$ cat src/hdl/assert_macros.svh
// Assertion helpers; the bodies are empty when SYNTH is defined.
// Both macros expect clk and rst_n in scope.
`ifndef ASSERT_MACROS_SVH
`define ASSERT_MACROS_SVH

`ifndef SYNTH

`define ASSERT_ALWAYS(lbl, expr) \
  lbl: assert property (@(posedge clk) disable iff (!rst_n) (expr)) \
    else $error("assertion failed");

`define ASSERT_NEXT(lbl, pre, post) \
  lbl: assert property (@(posedge clk) disable iff (!rst_n) (pre) |=> (post)) \
    else $error("assertion failed");

`else

`define ASSERT_ALWAYS(lbl, expr)

`define ASSERT_NEXT(lbl, pre, post)

`endif

`endif

$ cat src/hdl/mtfl_pkg.sv
package mtfl_pkg;

  localparam int DEPTH       = 8;
  localparam int KEY_W       = 64;
  localparam int IDX_W       = 3;
  localparam int CNT_W       = 4;
  localparam int IN_TDATA_W  = 72;
  localparam int OUT_TDATA_W = 72;

  typedef enum logic {
    ACT_ADD  = 1'b0,
    ACT_READ = 1'b1
  } action_t;

  typedef enum logic {
    ST_IDLE,
    ST_RESP
  } ctrl_state_t;

  // controller -> datapath
  typedef struct packed {
    logic exec;
  } dp_cmd_t;

endpackage

$ cat src/hdl/mtfl_ctrl.sv
module mtfl_ctrl (
  input  logic              clk,
  input  logic              rst_n,
  input  logic              in_tvalid,
  output logic              in_tready,
  output logic              out_tvalid,
  input  logic              out_tready,
  output mtfl_pkg::dp_cmd_t cmd
);

  mtfl_pkg::ctrl_state_t state_r, state_nxt;

  always_ff @(posedge clk) begin
    if (!rst_n) begin
      state_r <= mtfl_pkg::ST_IDLE;
    end else begin
      state_r <= state_nxt;
    end
  end

  always_comb begin
    state_nxt  = state_r;
    in_tready  = 1'b0;
    out_tvalid = 1'b0;
    cmd.exec   = 1'b0;
    case (state_r)
      mtfl_pkg::ST_IDLE: begin
        in_tready = 1'b1;
        if (in_tvalid) begin
          cmd.exec  = 1'b1;
          state_nxt = mtfl_pkg::ST_RESP;
        end
      end
      mtfl_pkg::ST_RESP: begin
        out_tvalid = 1'b1;
        if (out_tready) begin
          state_nxt = mtfl_pkg::ST_IDLE;
        end
      end
      default: begin
        state_nxt = mtfl_pkg::ST_IDLE;
      end
    endcase
  end

endmodule

$ cat src/hdl/mtfl_datapath.sv
`include "assert_macros.svh"

module mtfl_datapath (
  input  logic                       clk,
  input  logic                       rst_n,
  input  mtfl_pkg::dp_cmd_t          cmd,
  input  mtfl_pkg::action_t          action,
  input  logic [mtfl_pkg::KEY_W-1:0] key,
  input  logic [mtfl_pkg::IDX_W-1:0] index,
  output logic [mtfl_pkg::KEY_W-1:0] entry_key,
  output logic                       out_of_range,
  output logic                       was_present,
  output logic [mtfl_pkg::CNT_W-1:0] entry_count
);

  logic [mtfl_pkg::KEY_W-1:0] keys_r   [mtfl_pkg::DEPTH];
  logic [mtfl_pkg::KEY_W-1:0] keys_nxt [mtfl_pkg::DEPTH];
  logic [mtfl_pkg::CNT_W-1:0] count_r, count_nxt;
  logic [mtfl_pkg::KEY_W-1:0] key_res_r, key_res_nxt;
  logic                       oor_r, oor_nxt;
  logic                       present_r, present_nxt;

  logic [mtfl_pkg::DEPTH-1:0] match;
  logic [mtfl_pkg::CNT_W-1:0] top;
  logic [mtfl_pkg::CNT_W-1:0] index_ext;

  assign index_ext = mtfl_pkg::CNT_W'(index);

  always_comb begin
    for (int i = 0; i < mtfl_pkg::DEPTH; i++) begin
      match[i] = (mtfl_pkg::CNT_W'(i) < count_r) && (keys_r[i] == key);
    end
  end

  // highest position that takes its upper neighbor; lowest match wins
  always_comb begin
    if (count_r < mtfl_pkg::CNT_W'(mtfl_pkg::DEPTH)) begin
      top = count_r;
    end else begin
      top = mtfl_pkg::CNT_W'(mtfl_pkg::DEPTH - 1);
    end
    for (int i = mtfl_pkg::DEPTH - 1; i >= 0; i--) begin
      if (match[i]) begin
        top = mtfl_pkg::CNT_W'(i);
      end
    end
  end

  always_comb begin
    keys_nxt    = keys_r;
    count_nxt   = count_r;
    key_res_nxt = key_res_r;
    oor_nxt     = oor_r;
    present_nxt = present_r;
    if (cmd.exec) begin
      if (action == mtfl_pkg::ACT_READ) begin
        present_nxt = 1'b0;
        if (index_ext < count_r) begin
          oor_nxt     = 1'b0;
          key_res_nxt = keys_r[index];
        end else begin
          oor_nxt     = 1'b1;
          key_res_nxt = '0;
        end
      end else begin
        oor_nxt     = 1'b0;
        present_nxt = |match;
        key_res_nxt = key;
        if (!(|match) && (count_r < mtfl_pkg::CNT_W'(mtfl_pkg::DEPTH))) begin
          count_nxt = count_r + 1'b1;
        end
        keys_nxt[0] = key;
        for (int j = 1; j < mtfl_pkg::DEPTH; j++) begin
          if (mtfl_pkg::CNT_W'(j) <= top) begin
            keys_nxt[j] = keys_r[j-1];
          end
        end
      end
    end
  end

  always_ff @(posedge clk) begin
    if (!rst_n) begin
      count_r <= '0;
    end else begin
      count_r <= count_nxt;
    end
  end

  always_ff @(posedge clk) begin
    keys_r    <= keys_nxt;
    key_res_r <= key_res_nxt;
    oor_r     <= oor_nxt;
    present_r <= present_nxt;
  end

  assign entry_key    = key_res_r;
  assign out_of_range = oor_r;
  assign was_present  = present_r;
  assign entry_count  = count_r;

  `ASSERT_ALWAYS(a_count_bound, count_r <= mtfl_pkg::CNT_W'(mtfl_pkg::DEPTH))
  `ASSERT_NEXT(a_count_idle, !cmd.exec, $stable(count_r))
  `ASSERT_NEXT(a_count_read, cmd.exec && action == mtfl_pkg::ACT_READ, $stable(count_r))
  `ASSERT_NEXT(a_hit_keeps_count, cmd.exec && action == mtfl_pkg::ACT_ADD && (|match),
               $stable(count_r) && present_r)

endmodule

$ cat src/hdl/move_to_front_recent_list_top.sv
// Most-recently-used list of up to eight 64-bit keys, position 0 the newest.
// An add (tuser = 0) searches all entries in parallel, moves a found key to
// the top or pushes a new one in (dropping the oldest when full) and returns
// the key with the hit flag; a read (tuser = 1) returns the key at the index
// or flags out_of_range when the index is not below the count. The entry
// registers update and the result register loads in the accept cycle, and
// the result is offered on the next; the next input is taken only once that
// result has been accepted, so transactions never overlap. Entries never
// written hold no defined value and cannot be read.
module move_to_front_recent_list_top (
  input  logic                             clk,
  input  logic                             rst_n,
  input  logic                             in_tvalid,
  output logic                             in_tready,
  input  logic [mtfl_pkg::IN_TDATA_W-1:0]  in_tdata,  // key[63:0], index[66:64], zero pad
  input  logic [0:0]                       in_tuser,  // action[0]
  output logic                             out_tvalid,
  input  logic                             out_tready,
  output logic [mtfl_pkg::OUT_TDATA_W-1:0] out_tdata  // entry_key[63:0], out_of_range[64],
                                                      // was_present[65], entry_count[69:66],
                                                      // zero pad
);

  localparam int PadW = mtfl_pkg::OUT_TDATA_W - mtfl_pkg::KEY_W - 2 - mtfl_pkg::CNT_W;

  mtfl_pkg::dp_cmd_t          cmd;
  mtfl_pkg::action_t          action;
  logic [mtfl_pkg::KEY_W-1:0] entry_key;
  logic                       out_of_range;
  logic                       was_present;
  logic [mtfl_pkg::CNT_W-1:0] entry_count;

  assign action = mtfl_pkg::action_t'(in_tuser[0]);

  mtfl_ctrl u_ctrl (
    .clk        (clk),
    .rst_n      (rst_n),
    .in_tvalid  (in_tvalid),
    .in_tready  (in_tready),
    .out_tvalid (out_tvalid),
    .out_tready (out_tready),
    .cmd        (cmd)
  );

  mtfl_datapath u_datapath (
    .clk          (clk),
    .rst_n        (rst_n),
    .cmd          (cmd),
    .action       (action),
    .key          (in_tdata[mtfl_pkg::KEY_W-1:0]),
    .index        (in_tdata[mtfl_pkg::KEY_W +: mtfl_pkg::IDX_W]),
    .entry_key    (entry_key),
    .out_of_range (out_of_range),
    .was_present  (was_present),
    .entry_count  (entry_count)
  );

  assign out_tdata = {{PadW{1'b0}}, entry_count, was_present, out_of_range, entry_key};

endmodule
$ cat config.mk
export PLATFORM = sky130hd
export DESIGN_NAME = move_to_front_recent_list_top
export DESIGN_NICKNAME = d
export VERILOG_FILES = /design/src/hdl/mtfl_pkg.sv /design/src/hdl/mtfl_ctrl.sv /design/src/hdl/mtfl_datapath.sv /design/src/hdl/move_to_front_recent_list_top.sv
export VERILOG_INCLUDE_DIRS = /design/src /design/src/hdl
export SDC_FILE = /design/constraint.sdc
export NUM_CORES = 1
export LEC_CHECK = 0
export BUFFER_PORTS_ARGS = -buffer_cell sky130_fd_sc_hd__buf_2
export CAP_MARGIN = 20
export CORE_AREA = 2 2 303 245
export DETAILED_ROUTE_END_ITERATION = 12
export DIE_AREA = 0 0 305 247
export GPL_TIMING_DRIVEN = 0
export PLACE_DENSITY = 0.65
export SETUP_SLACK_MARGIN = 0.02
export SLEW_MARGIN = 20
export SYNTH_ARGS = -nofsm -noshare
export SYNTH_HDL_FRONTEND = slang
export SYNTH_HIERARCHICAL = 1
export SYNTH_SLANG_ARGS = --single-unit
$ cat constraint.sdc
create_clock -name clk -period 13.5 [get_ports clk]
set_input_delay 1.35 -clock clk [delete_from_list [all_inputs] [get_ports clk]]
set_output_delay 1.35 -clock clk [all_outputs]
set_load 0.02 [all_outputs]
Yosys cells after proc, flatten, opt, wreduce, memory -nomap -nowiden
Index checks and enable logic that the tools add are counted.
Storage, ports and cells
  flip-flop bits (word level): 583
  bits in latches: 0
  bits in writable memories: 0
  ROM bits: 0
  bits of input ports: 77
  output and inout port bits: 74
  logic and storage cells: 84
  memories kept: 0
Operators by class
  add/sub/neg operators: 1
  multiply operators: 0
  div/mod/pow operators: 0
  $lt $le $gt $ge: 18
  equal/unequal tests: 8
  shift operators: 0
  muxes and demuxes: 21
  bitwise logic cells: 3
  reduce and logical (&&, ||, !) cells: 20
Operators by type and width (number)
  64-bit equality test: 8
  64-bit 2-to-1 mux: 4
  64-bit binary-select mux with 3-bit select: 1
  4-bit 2-to-1 mux: 9
  3-bit AND reduction: 8
  3-bit by 4-bit <= comparator with 1-bit output, first input constant: 4
  3-bit by 4-bit less-than comparator with 1-bit output, first input constant: 4
  1-bit logical AND: 9
  2-bit by 4-bit <= comparator with 1-bit output, first input constant: 2
  1-bit by 4-bit less-than comparator with 1-bit output, first input constant: 2
  2-bit by 4-bit less-than comparator with 1-bit output, first input constant: 2
  8-bit OR reduction: 1
  1-bit 2-to-1 mux: 6
  4-bit by 1-bit adder with 4-bit output, second input constant: 1
  4-bit >= comparator, second input constant: 1
  1-bit by 4-bit <= comparator with 1-bit output, first input constant: 1
  3-bit by 4-bit less-than comparator with 1-bit output: 1
  4-bit less-than comparator, second input constant: 1
  3-bit NOT with 4-bit output: 1
  1-bit NOT: 2
  1-bit case mux with 2 select lines: 1
  2-bit AND reduction: 1
  1-bit logical NOT: 1

Logic depth before layout (Yosys ltp)
Gate-level depths: netlist of run 1.
  depth in word-level cells: 12
  mapped depth: 10
  gate-level depth less buffers: 10

By module
Netlist of run 1, hierarchy kept.
By module, submodules not included
  mtfl_datapath: times used 1, cells an instance 1850, area an instance 28676.3 um^2, seq. area each 17436.7 um^2
  mtfl_ctrl: times used 1, cells an instance 5, area an instance 43.8 um^2, seq. area each 20.0 um^2
  move_to_front_recent_list_top: times used 1, cells an instance 5, area an instance 33.8 um^2, seq. area each 0.0 um^2

Least setup slack after synthesis of run 1
No wires, ideal clock.
  kind: input to register
  start point: input in_tvalid
  end point: register u_datapath/keys_r[0] (netlist bit), enable pin
  library setup time: 582 ps
  data arrival time: 13004 ps
  data required time: 12918 ps
  setup slack: -86 ps
  stages on the path: 5
  path buffers: 0
  path through: nor2b_1 -> nor2b_1 -> and2_1 -> or3b_1 -> a211oi_1
Between the ends
  longest elaborated chain between the ends: 3
RTL lines
  start, declared: RTL line move_to_front_recent_list_top.sv:13  | input logic in_tvalid,
  1-bit 2-to-1 mux: RTL line mtfl_ctrl.sv:29  | if (in_tvalid) begin
  1-bit 2-to-1 mux: RTL line mtfl_ctrl.sv:26  | case (state_r)
  3-bit AND reduction (no line)
  end signal, assigned: RTL line mtfl_datapath.sv:91  | keys_r <= keys_nxt;
  end, declared: RTL line mtfl_datapath.sv:16  | logic [mtfl_pkg::KEY_W-1:0] keys_r [mtfl_pkg::DEPTH];
No other way between the ends.
A chain may end at the register's enable or synchronous reset.

Worst setup path after layout of run 1
  start point: input in_tdata[43] (netlist bit)
  end point: register u_datapath/keys_r[13] (netlist bit), enable pin
Between the ends
  longest elaborated chain between the ends: 12
  elaborated cells between the ends (all ways): 26
  those cells by class: 1 x order compare; 8 x eq/ne; 8 x mux; 9 x reduce/logical
RTL lines
  start, declared: RTL line move_to_front_recent_list_top.sv:15  | input logic [mtfl_pkg::IN_TDATA_W-1:0] in_tdata,
  64-bit equality test: RTL line mtfl_datapath.sv:31  | match[i] = (mtfl_pkg::CNT_W'(i) < count_r) && (keys_r[i] == key);
  1-bit logical AND: RTL line mtfl_datapath.sv:31
  4-bit 2-to-1 mux (7 in series): RTL line mtfl_datapath.sv:43  | if (match[i]) begin
  4-bit 2-to-1 mux *: RTL line mtfl_datapath.sv:43
  3-bit by 4-bit <= comparator with 1-bit output *: RTL line mtfl_datapath.sv:74  | if (mtfl_pkg::CNT_W'(j) <= top) begin
  3-bit AND reduction (no line) *
Every way passes the cells marked *; elsewhere a longest branch is shown, timed or not.

==> impl_results.md, run 1 <==
* Post-Route WL at 128000 um
* Avg WL per Cell at 41.1 um
* WHS at between 0.4 and 0.5 ns
* Mapped cell area at between 20000 and 30000 um^2
* Max Buffers Root-to-Sink at 3
* Cts hold-fix bufs at 0
* Drt initial violations at 3686
* Core Util, Final at between 40% and 50%
* Num ports at between 150 and 200
* Floorplan row count at 89
* Req. time, crit path at between 10 and 15 ns
* Vias in the first global route at around 19000
* Slowest stage cell, crit path: nor4_1
* Vias/cell at 6.30
* Synth cell types at between 50 and 60
* Kind of critical path: input pin to flop
* Grt total ovfl at 0
* Die ar. at 75300 um^2
* Power Dens Cells at approximately 130 nW/um^2
* Placed cell count at 3000
* Yosys warns at 6
* Buf/Inv on CP at 6
* Dpl hpwl at between 100000 and 150000 um
* Number of remaining DRC errors at 0
* Crit-path max FO at 10
* Pins Over Slew Limit at 0
* RSZ-0062 raised after global routing: no
* EDFF count, synth at just under 600
* # Post-CTS Setup Buffers at 0
* Final weighted congestion of routability-driven global placement at roughly 1.0
* Number of nets in the layout at 2189
* Period utilization at approximately 48%
* LEAKAGE at roughly 11 nW
* IO Port Bufs at 142
* Ys flop type: edfxtp_1
* Worst-path clk slew at around 0.07 ns
* Total clock sinks at 583
* Synthesized flop and latch total at roughly 580
* Max VDD drop at around 0.11 mV
* Starting Density at 39.5%
* Number of fill cells at 6381
* Status: finished clean
* Final Critical Period at 6.48 ns
* Skew-Pair Late Insertion Delay at ~0.66 ns
* Hold WC Path Type: flop to flop
* CP max stage delay at slightly below 1 ns
* FMAX at 154 MHz
* CTS Root Cell: clkbuf_16
* Core Region at just over 70000 um^2
* Post-route cell area at 33700 um^2
* Startpoint types: input pin
* Routed Antenna Nets at 0
* Largest net degree at the start of global routing at 47
* H-tree depth at 2
* DR vias at between 15000 and 20000
* Slew HR at 19.5%
* Mean Syn Cell Area at approximately 15 um^2
* Final hold viol count at 0
* Mapped Cells at ~1900
* Setup TNS at 0 ns
* CP Data Arrival Time at roughly 6.8 ns
* Tightest Pin Transition at ~1.2 ns
* Number of CTS-inserted buffers at around 60
* Cells resized by post-CTS repair at 0
* GRT Util Overall at about a third
* Asr flop ratio synth at 0%
* Critical Path Most Common Cell: buf_6
* Post-synthesis sequential area ratio at just over 60%
* Max-cap violations at 0
* Pre-antenna DRT Iters at 6
* Worst setup EP type: flop
* CTS tree: built
* Chip height at around 250 um
* Initial antenna violation count at 21
* Delay-heaviest family, CP: simple AND/OR/NAND/NOR gates
* Dpl cell area at 31600 um^2
* P&R area growth vs syn at 17.1%
* Die width at 305 um
* Final Setup Violations at 0
* Final cell count without fillers at slightly above 3000
* R2R setup slack at approximately 7.6 ns
* Share of layout cells above drive strength 1 at roughly 27%
* CP cell instances: buf_2 -> buf_4 -> xnor2_1 -> nand4_1 -> nor4_1 -> nand4_1 -> nor4_2 -> nor2_1 -> o21a_2 -> a211oi_4 -> buf_6 -> buf_6 -> buf_6 -> buf_8
* First-pass GRT wire length at ~170000 um
* Layout Skew at a little over 0.03 ns
[logic make-up (layout without fill, tap and decap cells)]
group	count (synthesis)	after routing	synth area share, %
flip-flops	583	583	60.7
XOR/XNOR	478	478	14.6
AND/OR/NAND/NOR	281	281	5.73
buffers and inverters	202	499	3.69
multiplexers	194	194	12.6
AO/OA/AOI/OAI	117	117	2.53
adder cells (fa/ha/maj)	4	4	0.174
other	1	6	0.0130
[cell type report]
type	count	area, um^2	share of cell area [%]
buffer	125	773	2.30
clock buffer	70	1590	4.72
timing repair buffer	184	1570	4.65
sequential	583	17500	51.9
antenna	4	10.0	0.0297
clock inverter	43	423	1.26
tap	955	1190	3.55
inverter	77	297	0.881
multi-input combinational	1076	10400	30.8
[cell usage after synthesis, types with 6 or more instances]
cell | instances | area share, %
mux2_2 | 64 | 2.5
nand2_1 | 9 | 0.12
nand2b_1 | 9 | 0.20
mux4_2 | 128 | 10
edfxtp_1 | 578 | 60
nand4_1 | 65 | 1.4
o22ai_1 | 8 | 0.17
nor4_1 | 82 | 1.8
nand3_1 | 71 | 1.2
buf_2 | 11 | 0.19
nor2_1 | 8 | 0.10
xor2_1 | 286 | 8.7
nor3_1 | 14 | 0.24
a21oi_1 | 6 | 0.10
clkbuf_1 | 39 | 0.51
buf_4 | 60 | 1.6
o21ai_0 | 67 | 1.2
xnor2_1 | 192 | 5.8
a22o_1 | 6 | 0.18
buf_6 | 8 | 0.31
buf_1 | 7 | 0.091
inv_1 | 73 | 0.95
[per-stage QoR]
stage | worst slack (ns) | power (W)
final | 7.02 | 0.00424
after global routing | 7.21 | 0.00433
after CTS | 7.33 | 0.00424
after detailed placement | 6.66 | 0.00252
after global placement | -9.11 | 0.00251
after floorplan | 1.62 | 0.00230
[registers in the layout, indices dropped and copies added (netlist names)]
name / flops
u_ctrl/state_r: 1
u_datapath/was_present: 1
u_datapath/keys_r: 512
u_datapath/entry_key: 64
u_datapath/out_of_range: 1
u_datapath/entry_count: 4
[per-layer routing]
layer / track usage (%) / part of all wire, % / up-vias
met2: 48.8 / 42 / 1541
met1: 47.1 / 40 / 10200
met4: 14.8 / 5.2 / 24
li1: - / - / 7595
met3: 10.6 / 13 / 267
met5: 0 / 0.13 / -
[layout by cell type (no fill, tap or decap), types with 11 or more instances in the layout]
| cell | Yosys | layout |
|---|---|---|
| nand4_1 | 65 | 65 |
| buf_6 | 8 | 20 |
| nor3_1 | 14 | 13 |
| clkbuf_16 | 0 | 61 |
| nor4_1 | 82 | 78 |
| buf_16 | 0 | 18 |
| mux2_2 | 64 | 64 |
| inv_1 | 73 | 72 |
| nand3_1 | 71 | 71 |
| clkinv_1 | 0 | 11 |
| xnor2_1 | 192 | 191 |
| buf_4 | 60 | 60 |
| clkbuf_1 | 39 | 44 |
| buf_2 | 11 | 155 |
| xor2_1 | 286 | 286 |
| edfxtp_1 | 578 | 578 |
| mux4_2 | 128 | 128 |
| clkinv_2 | 0 | 14 |
| o21ai_0 | 67 | 67 |
[power by group]
part	switching (W)	internal, W	total (W)
clock network	0.000765	0.000979	0.00174
logic	0.000318	0.000151	0.000469
registers	0.0000179	0.00201	0.00202
[path summary, 6_finish.rpt]
path                                             start                     end  cells after the start
worst max-delay path                      in_tdata[43]   u_datapath/keys_r[13]                     14
worst max register to register  u_datapath/keys_r[363]   u_datapath/keys_r[13]                     12
worst min register to register  u_datapath/keys_r[398]  u_datapath/keys_r[334]                      0
worst min-delay path            u_datapath/keys_r[398]  u_datapath/keys_r[334]                      0
Note: power is estimated with default switching activity, not from simulation.
==> run 2, diff against run 1 <==
PLACE_DENSITY = 0.63   (was 0.65)
clock period = 6 ns   (was 13.5 ns; I/O delays follow)
==> impl_results.md, run 2 (synthesis results as in run 1) <==
* Status: finished clean (unchanged)
* Avg WL per Cell at 41.0 um (was 41.1 um)
* Vias in the first global route at 18400 (was 18500)
* Starting Density at 39.5% (unchanged)
* Final weighted congestion of routability-driven global placement at 1.04 (about the same)
* Final cell count without fillers at 3118 (was 3117)
* Startpoint types: flop (was input pin)
* Number of CTS-inserted buffers at 61 (unchanged)
* Worst Hold Path EP: u_datapath/keys_r[474] (was u_datapath/keys_r[334])
* Crit-path max FO at 10 (unchanged)
* Total clock sinks at 583 (unchanged)
* R2R setup slack at 0.72 ns (was 7.57 ns)
* Largest reg by FF count: u_datapath/keys_r (unchanged)
* Die ar. at 75300 um^2 (unchanged)
* Kind of critical path: flop to flop (was input pin to flop)
* Grt total ovfl at 0 (unchanged)
* Core Region at 72700 um^2 (unchanged)
* Final Setup Violations at 0 (unchanged)
* # Post-CTS Setup Buffers at 0 (unchanged)
* Max VDD drop at 0.240 mV (was 0.112 mV)
* Worst-path clk slew at 0.06 ns (was 0.07 ns)
* Hold WC Path Type: input pin to flop (was flop to flop)
* Hold path start: in_tdata[26] (was u_datapath/keys_r[398])
* Commonest cells after routing, fill and taps aside: 578 x edfxtp_1, 286 x xor2_1, 192 x xnor2_1, 157 x buf_2, 128 x mux4_2 (was 578 x edfxtp_1, 286 x xor2_1, 191 x xnor2_1, 155 x buf_2, 128 x mux4_2)
* Slew HR at 15.6% (was 19.5%)
* Dpl hpwl at 101000 um (about the same)
* FF-to-FF Start: u_datapath/keys_r[335] (was u_datapath/keys_r[363])
* DR vias at 19600 (about the same)
* H-tree depth at 2 (unchanged)
* Chip height at 247 um (unchanged)
* Slowest stage cell, crit path: xnor2_1 (was nor4_1)
* Post-Route WL at 128000 um (about the same)
* Cts hold-fix bufs at 0 (unchanged)
* Worst setup margin at 0.718 ns (was 7.02 ns)
* Cells resized by post-CTS repair at 0 (unchanged)
* Setup TNS at 0 ns (unchanged)
* Period utilization at roughly nine tenths
* Largest net degree at the start of global routing at 37 (was 47)
* Placed cell count at 3002 (was 3000)
* Worst setup EP type: flop (unchanged)
* Dpl ws at 0.215 ns (was 6.66 ns)
* Delay-heaviest family, CP: simple AND/OR/NAND/NOR gates (unchanged)
* CP max stage delay at 0.86 ns (was 0.99 ns)
* Req. time, crit path at 6.35 ns (was 13.85 ns)
* Vias/cell at 6.27 (was 6.30)
* Initial antenna violation count at 12 (was 21)
* IO Port Bufs at 142 (unchanged)
* Number of nets in the layout at 2191 (was 2189)
* CTS Root Cell: clkbuf_16 (unchanged)
* GRT Util Overall at 33.7% (was 33.9%)
* Worst flop-to-flop path endpoint: u_datapath/keys_r[271] (was u_datapath/keys_r[13])
* Footprint of the multi-input gates at 10300 um^2 (was 10400 um^2)
* Die width at 305 um (unchanged)
* Reg2Reg Depth at 11 (was 12)
* Pins Over Slew Limit at 0 (unchanged)
* Number of fill cells at 6424 (was 6381)
* First-pass GRT wire length at 169000 um (was 170000 um)
* Final hold viol count at 0 (unchanged)
* Most common cell after layout, fill and taps aside: edfxtp_1 (unchanged)
* Max reg flops at 512 (unchanged)
* LEAKAGE at 11.3 nW (was 11.2 nW)
* Num ports at 151 (unchanged)
* P&R area growth vs syn at 17.1% (about the same)
* CP Data Arrival Time at 5.63 ns (was 6.83 ns)
* Max-cap violations at 0 (unchanged)
* Min-Delay Path Depth at 1 (was 0)
* Max Buffers Root-to-Sink at 3 (unchanged)
* Layout Skew at 0.0240 ns (was 0.0304 ns)
* Buf/Inv on CP at 3 (was 6)
* Pre-antenna DRT Iters at 7 (was 6)
* Register area at 17500 um^2 (unchanged)
* CTS tree: built (unchanged)
* Drt initial violations at 3373 (was 3686)
* FMAX at between 150 and 200 MHz
* Number of remaining DRC errors at 0 (unchanged)
* Power Dens Cells at 284 nW/um^2 (was 126 nW/um^2)
* CP cell instances: xnor2_1 -> nand4_1 -> nor4_1 -> nand4_1 -> nor4_2 -> nor2_1 -> o21a_2 -> a211oi_4 -> buf_8 -> buf_6 -> buf_6 (was buf_2 -> buf_4 -> xnor2_1 -> nand4_1 -> nor4_1 -> nand4_1 -> nor4_2 -> nor2_1 -> o21a_2 -> a211oi_4 -> buf_6 -> buf_6 -> buf_6 -> buf_8)
* RSZ-0062 raised after global routing: no (unchanged)
* Share of layout cells above drive strength 1 at 26.7% (was 26.9%)
* Floorplan row count at 89 (unchanged)
* Routed Antenna Nets at 0 (unchanged)
* Final Critical Period at between 5 and 6 ns
* Critical Path Start: u_datapath/keys_r[335] (was in_tdata[43])
* Skew-Pair Late Insertion Delay at 0.66 ns (about the same)
* Tightest Pin Transition at 1.25 ns (was 1.21 ns)
[run 2: worst max path at each step]
| stage | endpoint | slack, ns | cells past startpoint |
|---|---|---|---|
| 6_report | u_datapath/keys_r[271] | 0.72 | 11 |
| 3_5_place_dp | u_datapath/keys_r[274] | 0.22 | 13 |
| 2_1_floorplan | u_datapath/keys_r[0] | 0.19 | 5 |
| 4_1_cts | u_datapath/keys_r[274] | 0.65 | 11 |
| 5_1_grt | u_datapath/keys_r[271] | 0.80 | 11 |
| 3_3_place_gp | u_datapath/keys_r[330] | -4.10 | 6 |
[run 2: layout make-up]
class | count | area share [%]
inverters | 77 | 0.881
repair buffers | 186 | 4.70
plain buffers | 125 | 2.30
flip-flops and latches | 583 | 51.8
multi-input cells | 1076 | 30.7
well taps | 955 | 3.55
diodes | 2 | 0.0149
clock buffers | 77 | 4.84
clock inverters | 37 | 1.16
[run 2: stage by stage]
stage	power, W	utilization [%]	area, um^2	hold slack (ns)
floorplan	0.00517	-	28800	0.444
global placement	0.00564	42.2	30700	0.462
detailed placement	0.00566	43.5	31600	0.466
CTS	0.00957	46.3	33700	0.0997
global route	0.00976	46.3	33700	0.129
finish	0.00955	46.3	33700	0.136
[run 2: per-layer routing]
layer / vias up / track usage, % / part of all wire [%]
li1: 7593 / - / -
met1: 10200 / 48.0 / 40
met5: - / 0 / 0.049
met4: 10 / 11.7 / 4.0
met2: 1562 / 49.6 / 43
met3: 206 / 9.05 / 13
[run 2: report_power, final]
group          leakage [nW]  switching [W]  internal, W
logic                  4.95       0.000716     0.000338
registers              5.32      0.0000404      0.00451
clock network         0.992        0.00169      0.00226
total                  11.3        0.00244      0.00711
